File: src/spq_pkg.sv
`timescale 1ns / 1ps
// spq_pkg: shared types, codes and the priority relation for the sorted priority queue
// used by spq_cell, spq_ctrl and sorted_priority_queue_unit; no dependencies
package spq_pkg;

    localparam int DATA_W = 32;
    localparam int QUEUE_DEPTH_DEFAULT = 16;

    localparam logic [1:0] OP_INSERT = 2'd0;
    localparam logic [1:0] OP_POP    = 2'd1;
    localparam logic [1:0] OP_PEEK   = 2'd2;

    localparam logic [1:0] STATUS_OK    = 2'd0;
    localparam logic [1:0] STATUS_EMPTY = 2'd1;
    localparam logic [1:0] STATUS_FULL  = 2'd2;

    localparam logic [1:0] MODE_GE = 2'd0;
    localparam logic [1:0] MODE_GT = 2'd1;
    localparam logic [1:0] MODE_LE = 2'd2;
    localparam logic [1:0] MODE_LT = 2'd3;

    // one stored pair
    typedef struct packed {
        logic              occ;
        logic [DATA_W-1:0] val;
        logic [DATA_W-1:0] pri;
    } entry_t;

    // item travelling down the chain during an insert
    typedef struct packed {
        logic              valid;
        logic              found;
        logic [DATA_W-1:0] val;
        logic [DATA_W-1:0] pri;
    } tok_t;

    // control shared by all cells
    typedef struct packed {
        logic [1:0] mode;
        logic       pop;
    } cell_ctrl_t;

    function automatic logic keeps_scanning(
        input logic [1:0]        mode,
        input logic [DATA_W-1:0] stored,
        input logic [DATA_W-1:0] fresh
    );
        logic result;
        case (mode)
            MODE_GE: result = ($signed(stored) >= $signed(fresh));
            MODE_GT: result = ($signed(stored) >  $signed(fresh));
            MODE_LE: result = ($signed(stored) <= $signed(fresh));
            MODE_LT: result = ($signed(stored) <  $signed(fresh));
            default: result = 1'b0;
        endcase
        return result;
    endfunction

endpackage

File: src/spq_cell.sv
`timescale 1ns / 1ps
// spq_cell: one slot of the sorted chain, holds an entry and the insert item passing through
// depends on spq_pkg
module spq_cell (
    input  logic               aclk,
    input  logic               aresetn,
    input  spq_pkg::cell_ctrl_t ctrl,
    input  spq_pkg::tok_t      tok_in,
    input  spq_pkg::entry_t    right_in,
    output spq_pkg::tok_t      tok_out,
    output spq_pkg::entry_t    entry_out
);

    spq_pkg::entry_t entry_reg;
    spq_pkg::entry_t entry_next;
    spq_pkg::tok_t   tok_reg;
    logic            keep;

    assign keep = entry_reg.occ && !tok_reg.found &&
                  spq_pkg::keeps_scanning(ctrl.mode, entry_reg.pri, tok_reg.pri);

    always_comb begin
        entry_next    = entry_reg;
        tok_out       = tok_reg;
        tok_out.valid = 1'b0;
        if (tok_reg.valid) begin
            if (!entry_reg.occ) begin
                // empty slot absorbs the item
                entry_next.occ = 1'b1;
                entry_next.val = tok_reg.val;
                entry_next.pri = tok_reg.pri;
            end else if (keep) begin
                tok_out = tok_reg;
            end else begin
                // take the item, push the old entry on
                entry_next.occ = 1'b1;
                entry_next.val = tok_reg.val;
                entry_next.pri = tok_reg.pri;
                tok_out.valid  = 1'b1;
                tok_out.found  = 1'b1;
                tok_out.val    = entry_reg.val;
                tok_out.pri    = entry_reg.pri;
            end
        end else if (ctrl.pop) begin
            entry_next = right_in;
        end
    end

    always_ff @(posedge aclk) begin
        if (!aresetn) begin
            entry_reg.occ <= 1'b0;
            tok_reg.valid <= 1'b0;
        end else begin
            entry_reg <= entry_next;
            tok_reg   <= tok_in;
        end
    end

    assign entry_out = entry_reg;

endmodule

File: src/spq_ctrl.sv
`timescale 1ns / 1ps
// spq_ctrl: handshake, entry count, insert walk timing, mode register and result register
// depends on spq_pkg
module spq_ctrl #(
    parameter int QUEUE_DEPTH = spq_pkg::QUEUE_DEPTH_DEFAULT
) (
    input  logic                       aclk,
    input  logic                       aresetn,
    input  logic                       cfg_we,
    input  logic [1:0]                 cfg_wdata,
    input  logic                       s_valid,
    output logic                       s_ready,
    input  logic [1:0]                 s_op,
    input  logic [spq_pkg::DATA_W-1:0] s_item_value,
    input  logic [spq_pkg::DATA_W-1:0] s_item_priority,
    output logic                       m_valid,
    input  logic                       m_ready,
    output logic [spq_pkg::DATA_W-1:0] m_head_value,
    output logic [spq_pkg::DATA_W-1:0] m_head_priority,
    output logic [1:0]                 m_status,
    output logic                       m_is_empty,
    input  spq_pkg::entry_t            head,
    output spq_pkg::tok_t              inject,
    output spq_pkg::cell_ctrl_t        ctrl
);

    localparam int CNT_W = $clog2(QUEUE_DEPTH + 1);

    typedef enum logic {ST_IDLE, ST_WALK} state_t;

    state_t                     state_reg;
    logic [CNT_W-1:0]           count_reg;
    logic [CNT_W-1:0]           count_next;
    logic [CNT_W-1:0]           remain_reg;
    logic [1:0]                 mode_reg;
    logic                       m_valid_reg;
    logic [spq_pkg::DATA_W-1:0] hv_reg;
    logic [spq_pkg::DATA_W-1:0] hp_reg;
    logic [1:0]                 status_reg;
    logic                       empty_reg;
    logic [spq_pkg::DATA_W-1:0] hv_next;
    logic [spq_pkg::DATA_W-1:0] hp_next;
    logic [1:0]                 status_next;
    logic                       accept;
    logic                       is_full;
    logic                       is_none;
    logic                       do_insert;
    logic                       do_pop;

    assign s_ready = (state_reg == ST_IDLE) && (!m_valid_reg || m_ready);
    assign accept  = s_valid && s_ready;
    assign is_full = (count_reg == CNT_W'(QUEUE_DEPTH));
    assign is_none = (count_reg == '0);

    always_comb begin
        count_next  = count_reg;
        hv_next     = '0;
        hp_next     = '0;
        status_next = spq_pkg::STATUS_OK;
        do_insert   = 1'b0;
        do_pop      = 1'b0;
        case (s_op)
            spq_pkg::OP_INSERT: begin
                if (is_full) begin
                    status_next = spq_pkg::STATUS_FULL;
                end else begin
                    do_insert  = accept;
                    count_next = count_reg + CNT_W'(1);
                end
            end
            spq_pkg::OP_POP, spq_pkg::OP_PEEK: begin
                if (is_none) begin
                    status_next = spq_pkg::STATUS_EMPTY;
                end else begin
                    hv_next = head.val;
                    hp_next = head.pri;
                    if (s_op == spq_pkg::OP_POP) begin
                        do_pop     = accept;
                        count_next = count_reg - CNT_W'(1);
                    end
                end
            end
            default: begin
            end
        endcase
    end

    assign inject.valid = do_insert;
    assign inject.found = 1'b0;
    assign inject.val   = s_item_value;
    assign inject.pri   = s_item_priority;
    assign ctrl.mode    = mode_reg;
    assign ctrl.pop     = do_pop;

    always_ff @(posedge aclk) begin
        if (!aresetn) begin
            state_reg   <= ST_IDLE;
            count_reg   <= '0;
            remain_reg  <= '0;
            mode_reg    <= spq_pkg::MODE_GE;
            m_valid_reg <= 1'b0;
        end else begin
            if (cfg_we) begin
                mode_reg <= cfg_wdata;
            end
            case (state_reg)
                ST_IDLE: begin
                    if (do_insert) begin
                        remain_reg <= count_reg;
                        state_reg  <= ST_WALK;
                    end
                end
                ST_WALK: begin
                    if (remain_reg == '0) begin
                        state_reg <= ST_IDLE;
                    end else begin
                        remain_reg <= remain_reg - CNT_W'(1);
                    end
                end
                default: begin
                    state_reg <= ST_IDLE;
                end
            endcase
            if (accept) begin
                count_reg   <= count_next;
                m_valid_reg <= 1'b1;
                hv_reg      <= hv_next;
                hp_reg      <= hp_next;
                status_reg  <= status_next;
                empty_reg   <= (count_next == '0);
            end else if (m_ready) begin
                m_valid_reg <= 1'b0;
            end
        end
    end

    assign m_valid         = m_valid_reg;
    assign m_head_value    = hv_reg;
    assign m_head_priority = hp_reg;
    assign m_status        = status_reg;
    assign m_is_empty      = empty_reg;

endmodule

File: src/sorted_priority_queue_unit.sv
`timescale 1ns / 1ps
// sorted_priority_queue_unit: pop, peek and other items need no walk; the result is
// registered and valid the cycle after acceptance. an insert walks the cell chain one
// cell per cycle, and s_ready stays low until the walk state has ended.
// throughput: one pop/peek per cycle while m_ready takes each result; no new item during an insert walk.
// reset clears the entry count, every cell's occupancy, the result valid flag and the mode register.
// depends on spq_pkg, spq_ctrl, spq_cell
module sorted_priority_queue_unit #(
    parameter int QUEUE_DEPTH = spq_pkg::QUEUE_DEPTH_DEFAULT
) (
    input  logic                       aclk,
    input  logic                       aresetn,
    input  logic                       cfg_we,
    input  logic [1:0]                 cfg_wdata,
    input  logic                       s_valid,
    output logic                       s_ready,
    input  logic [1:0]                 s_op,
    input  logic [spq_pkg::DATA_W-1:0] s_item_value,
    input  logic [spq_pkg::DATA_W-1:0] s_item_priority,
    output logic                       m_valid,
    input  logic                       m_ready,
    output logic [spq_pkg::DATA_W-1:0] m_head_value,
    output logic [spq_pkg::DATA_W-1:0] m_head_priority,
    output logic [1:0]                 m_status,
    output logic                       m_is_empty
);

    spq_pkg::tok_t       tok_link   [QUEUE_DEPTH+1];
    spq_pkg::entry_t     entry_link [QUEUE_DEPTH+1];
    spq_pkg::cell_ctrl_t cell_ctrl;

    spq_ctrl #(
        .QUEUE_DEPTH (QUEUE_DEPTH)
    ) u_ctrl (
        .aclk            (aclk),
        .aresetn         (aresetn),
        .cfg_we          (cfg_we),
        .cfg_wdata       (cfg_wdata),
        .s_valid         (s_valid),
        .s_ready         (s_ready),
        .s_op            (s_op),
        .s_item_value    (s_item_value),
        .s_item_priority (s_item_priority),
        .m_valid         (m_valid),
        .m_ready         (m_ready),
        .m_head_value    (m_head_value),
        .m_head_priority (m_head_priority),
        .m_status        (m_status),
        .m_is_empty      (m_is_empty),
        .head            (entry_link[0]),
        .inject          (tok_link[0]),
        .ctrl            (cell_ctrl)
    );

    // past the last cell everything reads as empty
    assign entry_link[QUEUE_DEPTH] = '0;

    for (genvar i = 0; i < QUEUE_DEPTH; i++) begin : g_cell
        spq_cell u_cell (
            .aclk      (aclk),
            .aresetn   (aresetn),
            .ctrl      (cell_ctrl),
            .tok_in    (tok_link[i]),
            .right_in  (entry_link[i+1]),
            .tok_out   (tok_link[i+1]),
            .entry_out (entry_link[i])
        );
    end

endmodule
File: config.mk
export PLATFORM = sky130hd
export DESIGN_NAME = sorted_priority_queue_unit
export DESIGN_NICKNAME = d
export VERILOG_FILES = /design/src/spq_pkg.sv /design/src/spq_cell.sv /design/src/spq_ctrl.sv /design/src/sorted_priority_queue_unit.sv
export SDC_FILE = /design/constraint.sdc
export NUM_CORES = 2
export LEC_CHECK = 0
export BUFFER_PORTS_ARGS = -buffer_cell sky130_fd_sc_hd__buf_4
export CAP_MARGIN = 20
export CORE_MARGIN = 4
export CORE_UTILIZATION = 50
export CTS_CLUSTER_SIZE = 28
export DETAILED_ROUTE_END_ITERATION = 7
export HOLD_SLACK_MARGIN = 0.08
export PLACE_DENSITY = 0.66
export SYNTH_ARGS = -nofsm -noshare
export SYNTH_HDL_FRONTEND = slang
export SYNTH_SLANG_ARGS = --single-unit
File: constraint.sdc
create_clock -name aclk -period 9.9 [get_ports aclk]
set_clock_uncertainty 0.1 [all_clocks]
set_input_delay 0.99 -clock aclk [delete_from_list [all_inputs] [get_ports aclk]]
set_output_delay 0.99 -clock aclk [all_outputs]
set_load 0.005 [all_outputs]
-- Yosys cells after proc, flatten, opt, wreduce, memory -nomap -nowiden
Index checks and enable logic that the tools add are counted.
- register bits after elaboration: 2176
- bits in latches: 0
- bits in writable memories: 0
- ROM bits: 0
- word-level logic and storage cells: 466
- memories: 0
- $add $sub $neg: 3
- multiply operators: 0
- divide/modulo/power cells: 0
- order comparisons: 64
- equality and inequality tests: 24
- shifts and indexed selects: 0
- multiplexer cells: 145
- bitwise gates (word level): 2
- reduce and logical (&&, ||, !) cells: 108
- operators with widths (operator ; count):
    65-bit 2-to-1 mux ; 91
    64-bit 2-to-1 mux ; 18
    32-bit greater-or-equal comparator ; 16
    32-bit > comparator ; 16
    32-bit less-or-equal comparator ; 16
    32-bit less-than comparator ; 16
    3-bit AND reduction ; 31
    1-bit case mux with 4 select lines ; 16
    3-bit != test, second input constant ; 16
    2-bit nonzero test ; 17
    1-bit logical AND ; 33
    5-bit 2-to-1 mux ; 5
    5-bit case mux with 2 select lines ; 2
    1-bit logical NOT ; 16
    5-bit logical NOT ; 3
    1-bit 2-to-1 mux ; 10
    5-bit by 1-bit subtractor with 5-bit output, second input constant ; 2
    2-bit equality test, second input constant ; 3
    2-bit AND reduction ; 3
    5-bit by 1-bit adder with 5-bit output, second input constant ; 1
    5-bit equality test, second input constant ; 1
    2-bit by 1-bit equality test with 1-bit output, second input constant ; 2
    2-bit logical NOT ; 2
    2-bit case mux with 2 select lines ; 1
    7 further kinds ; 9

-- Depth between registers and ports, before layout
- depth after elaboration: 9
- mapped depth: 13
- mapped depth without buffers: 11

-- Cells and area by module
Synthesis repeated with hierarchy kept, for this count alone.
- cells, all modules: 6841
- area total of the unflattened synthesis: 110333.3 µm²
- modules (own cells, without submodules) (module ; times used ; cells an instance ; area each (µm²) ; seq. area each (µm²)):
    spq_cell at g_cell[0].u_cell ... ; 9 ; 406 ; 6636.4 ; 3913.8
    spq_cell at g_cell[4].u_cell ... ; 6 ; 405 ; 6653.9 ; 3913.8
    spq_cell at g_cell[3].u_cell ; 1 ; 405 ; 6638.9 ; 3913.8
    spq_ctrl ; 1 ; 351 ; 4040.1 ; 2292.2
    sorted_priority_queue_unit ; 1 ; 1 ; 3.8 ; 0.0

-- Worst setup path before layout
No wires, ideal clock.
- path type: input-to-reg
- from: in s_op[1]
- to: reg g_cell[2].u_cell.entry_reg, in the netlist g_cell[2].u_cell.entry_out[0] (enable)
- setup time: 0.524 ns
- data arrival time: 5.818 ns
- data required time: 9.276 ns
- slack: 3.458 ns
- stages on the path: 9
- buffers on the path: 2
- path through: inv_1 -> ha_1 -> o21a_1 -> nand2_1 -> nor2_1 -> clkbuf_1 -> clkbuf_1 -> o21ai_0 -> a31oi_1
- word-level cells in the longest chain between the ends: 6
- ends and longest elaborated chain (element ; RTL line ; RTL):
    from (decl) ; sorted_priority_queue_unit.sv:17 ; input logic [1:0] s_op,
    2-bit by 1-bit equality test with 1-bit output ; spq_ctrl.sv:62, spq_ctrl.sv:77 ;
    1-bit 2-to-1 mux ; spq_ctrl.sv:77 ; if (s_op == spq_pkg::OP_POP) begin
    1-bit 2-to-1 mux ; spq_ctrl.sv:72 ; if (is_none) begin
    1-bit 2-to-1 mux * ; spq_ctrl.sv:62 ; case (s_op)
    2-bit nonzero test (no source line) * ; - ;
    3-bit AND reduction (no source line) * ; - ;
    to (signal assigned) ; spq_cell.sv:54 ; entry_reg <= entry_next;
    to (decl) ; spq_cell.sv:14 ; spq_pkg::entry_t entry_reg;
Mark *: on every way between the ends. The rest lies on a longest branch, timed or not.
A chain may end at the register's enable or synchronous reset.

==> impl_metrics.yaml <==
synthesis:
  synth_ff_type: "edfxtp_1"
  synth_xor_area_share_pct: 0.0659
  synth_seq_area_share_pct: 61.0
  syn_nets: 7756
  yosysWarnings: 0
  synth_top_area_cell: "edfxtp_1"
  synth_edf_count: 2130
  synth.area.top_cells: "edfxtp_1 (60%), mux2_2 (19%), ha_1 (6.1%)"
  synth_compound_area_share_pct: 4.25
  synth_top_family_by_area: "multiplexers"
  synthMuxAreaShare_pct: 19.8
  syn_area_um2: 106000
  synth_simple_gate_area_share_pct: 5.14
  ys_types: 75
  ys_ff_latch: 2176
  synth-adder-area-share_pct: 6.11
  synth_top_cell_area_share_pct: 60.2
  synth_cells: 7164
  async_flop_share_pct: 0
  avgSynthCellArea_um2: 14.8
cts:
  clk_latency_ns: 0.86
  htree_levels: 4
  post_cts_buffers: 0
  clkTransAtPathRegs_ns: 0.06
  cts_root_buffer: "clkbuf_16"
  clockBufferDepth: 3
  cts_buffers: 224
  cts_resized: 0
  cts_tree: "done"
  cts.hold.buffers_added: 0
  clkSinkCount: 2176
critical_path:
  crit_chain: "ha_1 -> nand4_1 -> nor3_1 -> a221oi_1 -> o22ai_1 -> nor4_1 -> a311oi_1 -> a21oi_1 -> nor2_4 -> buf_4 -> mux2_2"
  r2r_end: "g_cell[3].u_cell.tok_reg[44]"
  worstSetupStartpointType: "register"
  reg2reg_depth: 11
  r2r_slack_ns: 4.75
  worstPathArrival_ns: 5.64
  crit_fanout: 36
  path_buf_inv: 1
  critical-path-top-delay-family: "simple AND/OR/NAND/NOR gates"
  crit_required_ns: 10.39
  critical_path_class: "register to register"
  slowest_delay_ns: 0.81
  cp_slowest_cell: "nor2_4"
  crit_path_end_kind: "register"
  r2r_start: "g_cell[2].u_cell.entry_out[22]"
place:
  place.gp.congestion: 0.826
  port_buffers: 141
  dp_hpwl_um: 141000
grt:
  grt_pass1_wl_um: 342000
  grt_antenna_before_repair: 3
  grt_overflow: 0
  grt_pass1_vias: 58741
  grt_max_degree: 175
  grt_use_total_pct: 19.4
floorplan:
  die-area_um2: 220000
  core_area_um2: 212000
  rows: 169
  initial_core_util_pct: 50.2
  io_pins: 142
  dieHeight_um: 469
  fp.dieW_um: 469
timing:
  period_minus_slack_ns: 5.15
  slew_headroom_pct: 25.3
  period_share_pct: 52.0
  max_freq_ghz: 0.194
  hold_viol: 0
  rsz0062_at_grt: "false"
  slew_violations: 0
  fin_setup_tns_ns: 0
  setup_viol: 0
  tightest_slew_ns: 1.12
power_and_ir_drop:
  powerDensity_nw_per_um2: 170
  p_clk_share_pct: 41.9
  p_sw_share_pct: 21.8
  p_total_mw: 19.9
  p_seq_share_pct: 53.5
  combPwrFrac_pct: 4.7
  p_sw_mw: 4.32
  peakVddDrop_uv: 183
  leakage_nw: 43.1
  p_int_mw: 15.5
job:
  drv_cap: 0
worst_hold_path:
  hp-start: "s_item_priority[20]"
  whs_path_depth: 1
  hold_path_class: "input pin to register"
  min_to: "g_cell[0].u_cell.tok_reg[20]"
routing:
  wl_um: 216000
  vias: 57826
  drtAntennaViolNets: 0
  vias_per_cell: 5.61
  drtPass1Iterations: 5
  drt_iter0_drc: 4701
  drc: 0
  wl_per_cell_um: 20.9
run_status:
  outcome: "finished, final reports clean"
layout:
  fin_nets: 7883
  layout_commonest_cell: "edfxtp_1"
  area_growth_pct: 10.2
  layout-drive-gt1-share_pct: 32.5
  largest_reg_flops: 1055
  final_cell_mix: "edfxtp_1 (2130), mux2_2 (1795), inv_1 (553), ha_1 (519), a21oi_1 (229)"
-- layer usage --
layer | wire length [µm] | global-route usage, % | vias to the layer above | part of all wire [%]
met5 | 13 | 0 | - | 0.0060
met4 | 5690 | 5.56 | 2 | 2.6
met3 | 8460 | 2.59 | 342 | 3.9
met2 | 95400 | 29.1 | 1227 | 44
met1 | 106000 | 29.4 | 28787 | 49
li1 | - | - | 27468 | -
-- per-stage QoR --
| stage | util, % | instance area [µm²] | setup WS [ns] | hold WS (ns) | instances |
|---|---|---|---|---|---|
| 3_3_place_gp | 51.9 | 110000 | 4.75 | 0.377 | 9884 |
| 3_5_place_dp | 51.9 | 110000 | 4.71 | 0.392 | 9885 |
| 6_report | 55.3 | 117000 | 4.75 | 0.207 | 10306 |
| 5_1_grt | 55.3 | 117000 | 4.57 | 0.133 | 10305 |
| 2_1_floorplan | - | 106000 | 3.46 | 0.346 | 7164 |
| 4_1_cts | 55.3 | 117000 | 4.76 | 0.115 | 10304 |
-- Yosys cell counts (46+ instances only) --
master    number
buf_6         48
nand4_1       87
nor2_1       141
ha_1         519
nand3_1      193
dfxtp_1       46
a221oi_1      76
o21ai_0      155
and3_1       133
nor2b_1       62
and2_1       134
mux2_1        52
edfxtp_1    2130
a21oi_1      231
a21o_1        47
mux2_2      1795
inv_1        554
nand2_1      175
clkbuf_1     190
-- final cells by class --
type                    instances  area [µm²]
inverters                     554        2080
clock inverters               134        1270
flip-flops and latches       2176       64900
multi-input cells            4118       37800
clock buffers                 285        5960
diodes                          1        2.50
well taps                    2821        3530
repair buffers                217        1700
fillers                     16899       94700
-- worst max-delay path by stage --
stage / slack (ns) / from / to / cells after the start
6_report: 4.75 / g_cell[2].u_cell.entry_out[22] / g_cell[3].u_cell.tok_reg[44] / 11
3_3_place_gp: 4.75 / s_op[1] / g_cell[4].u_cell.entry_out[51] / 11
2_1_floorplan: 3.46 / s_op[1] / g_cell[2].u_cell.entry_out[0] / 9
4_1_cts: 4.76 / g_cell[2].u_cell.entry_out[15] / g_cell[3].u_cell.tok_reg[50] / 11
3_5_place_dp: 4.71 / s_op[1] / g_cell[4].u_cell.entry_out[51] / 11
5_1_grt: 4.57 / g_cell[2].u_cell.entry_out[15] / g_cell[3].u_cell.tok_reg[44] / 11
-- power by group through the flow --
stage | sequential [mW] | combinational (mW) | clock (mW)
detailed placement | 10.8 | 0.919 | 0
global placement | 10.8 | 0.895 | 0
CTS | 10.6 | 0.932 | 8.55
finish | 10.6 | 0.925 | 8.32
floorplan | 10.7 | 0.601 | 0
global route | 10.7 | 1.04 | 8.92
-- worst register-to-register path: stages, from the launching register on --
cell and delay, ns:
edfxtp_1 0.43, ha_1 0.34, nand4_1 0.25, nor3_1 0.59, a221oi_1 0.31, o22ai_1 0.33
nor4_1 0.09, a311oi_1 0.35, a21oi_1 0.22, nor2_4 0.81, buf_4 0.61, mux2_2 0.46
-- cells by family after synthesis --
group | Yosys count
xor gates and xnor gates | 8
buffers and inverters | 870
DFF | 2176
muxes | 1866
and+or+nand+nor | 1026
adders and majority gates | 519
AOI/OAI and AO/OA | 699
No activity file was read; power rests on OpenSTA's default activity.
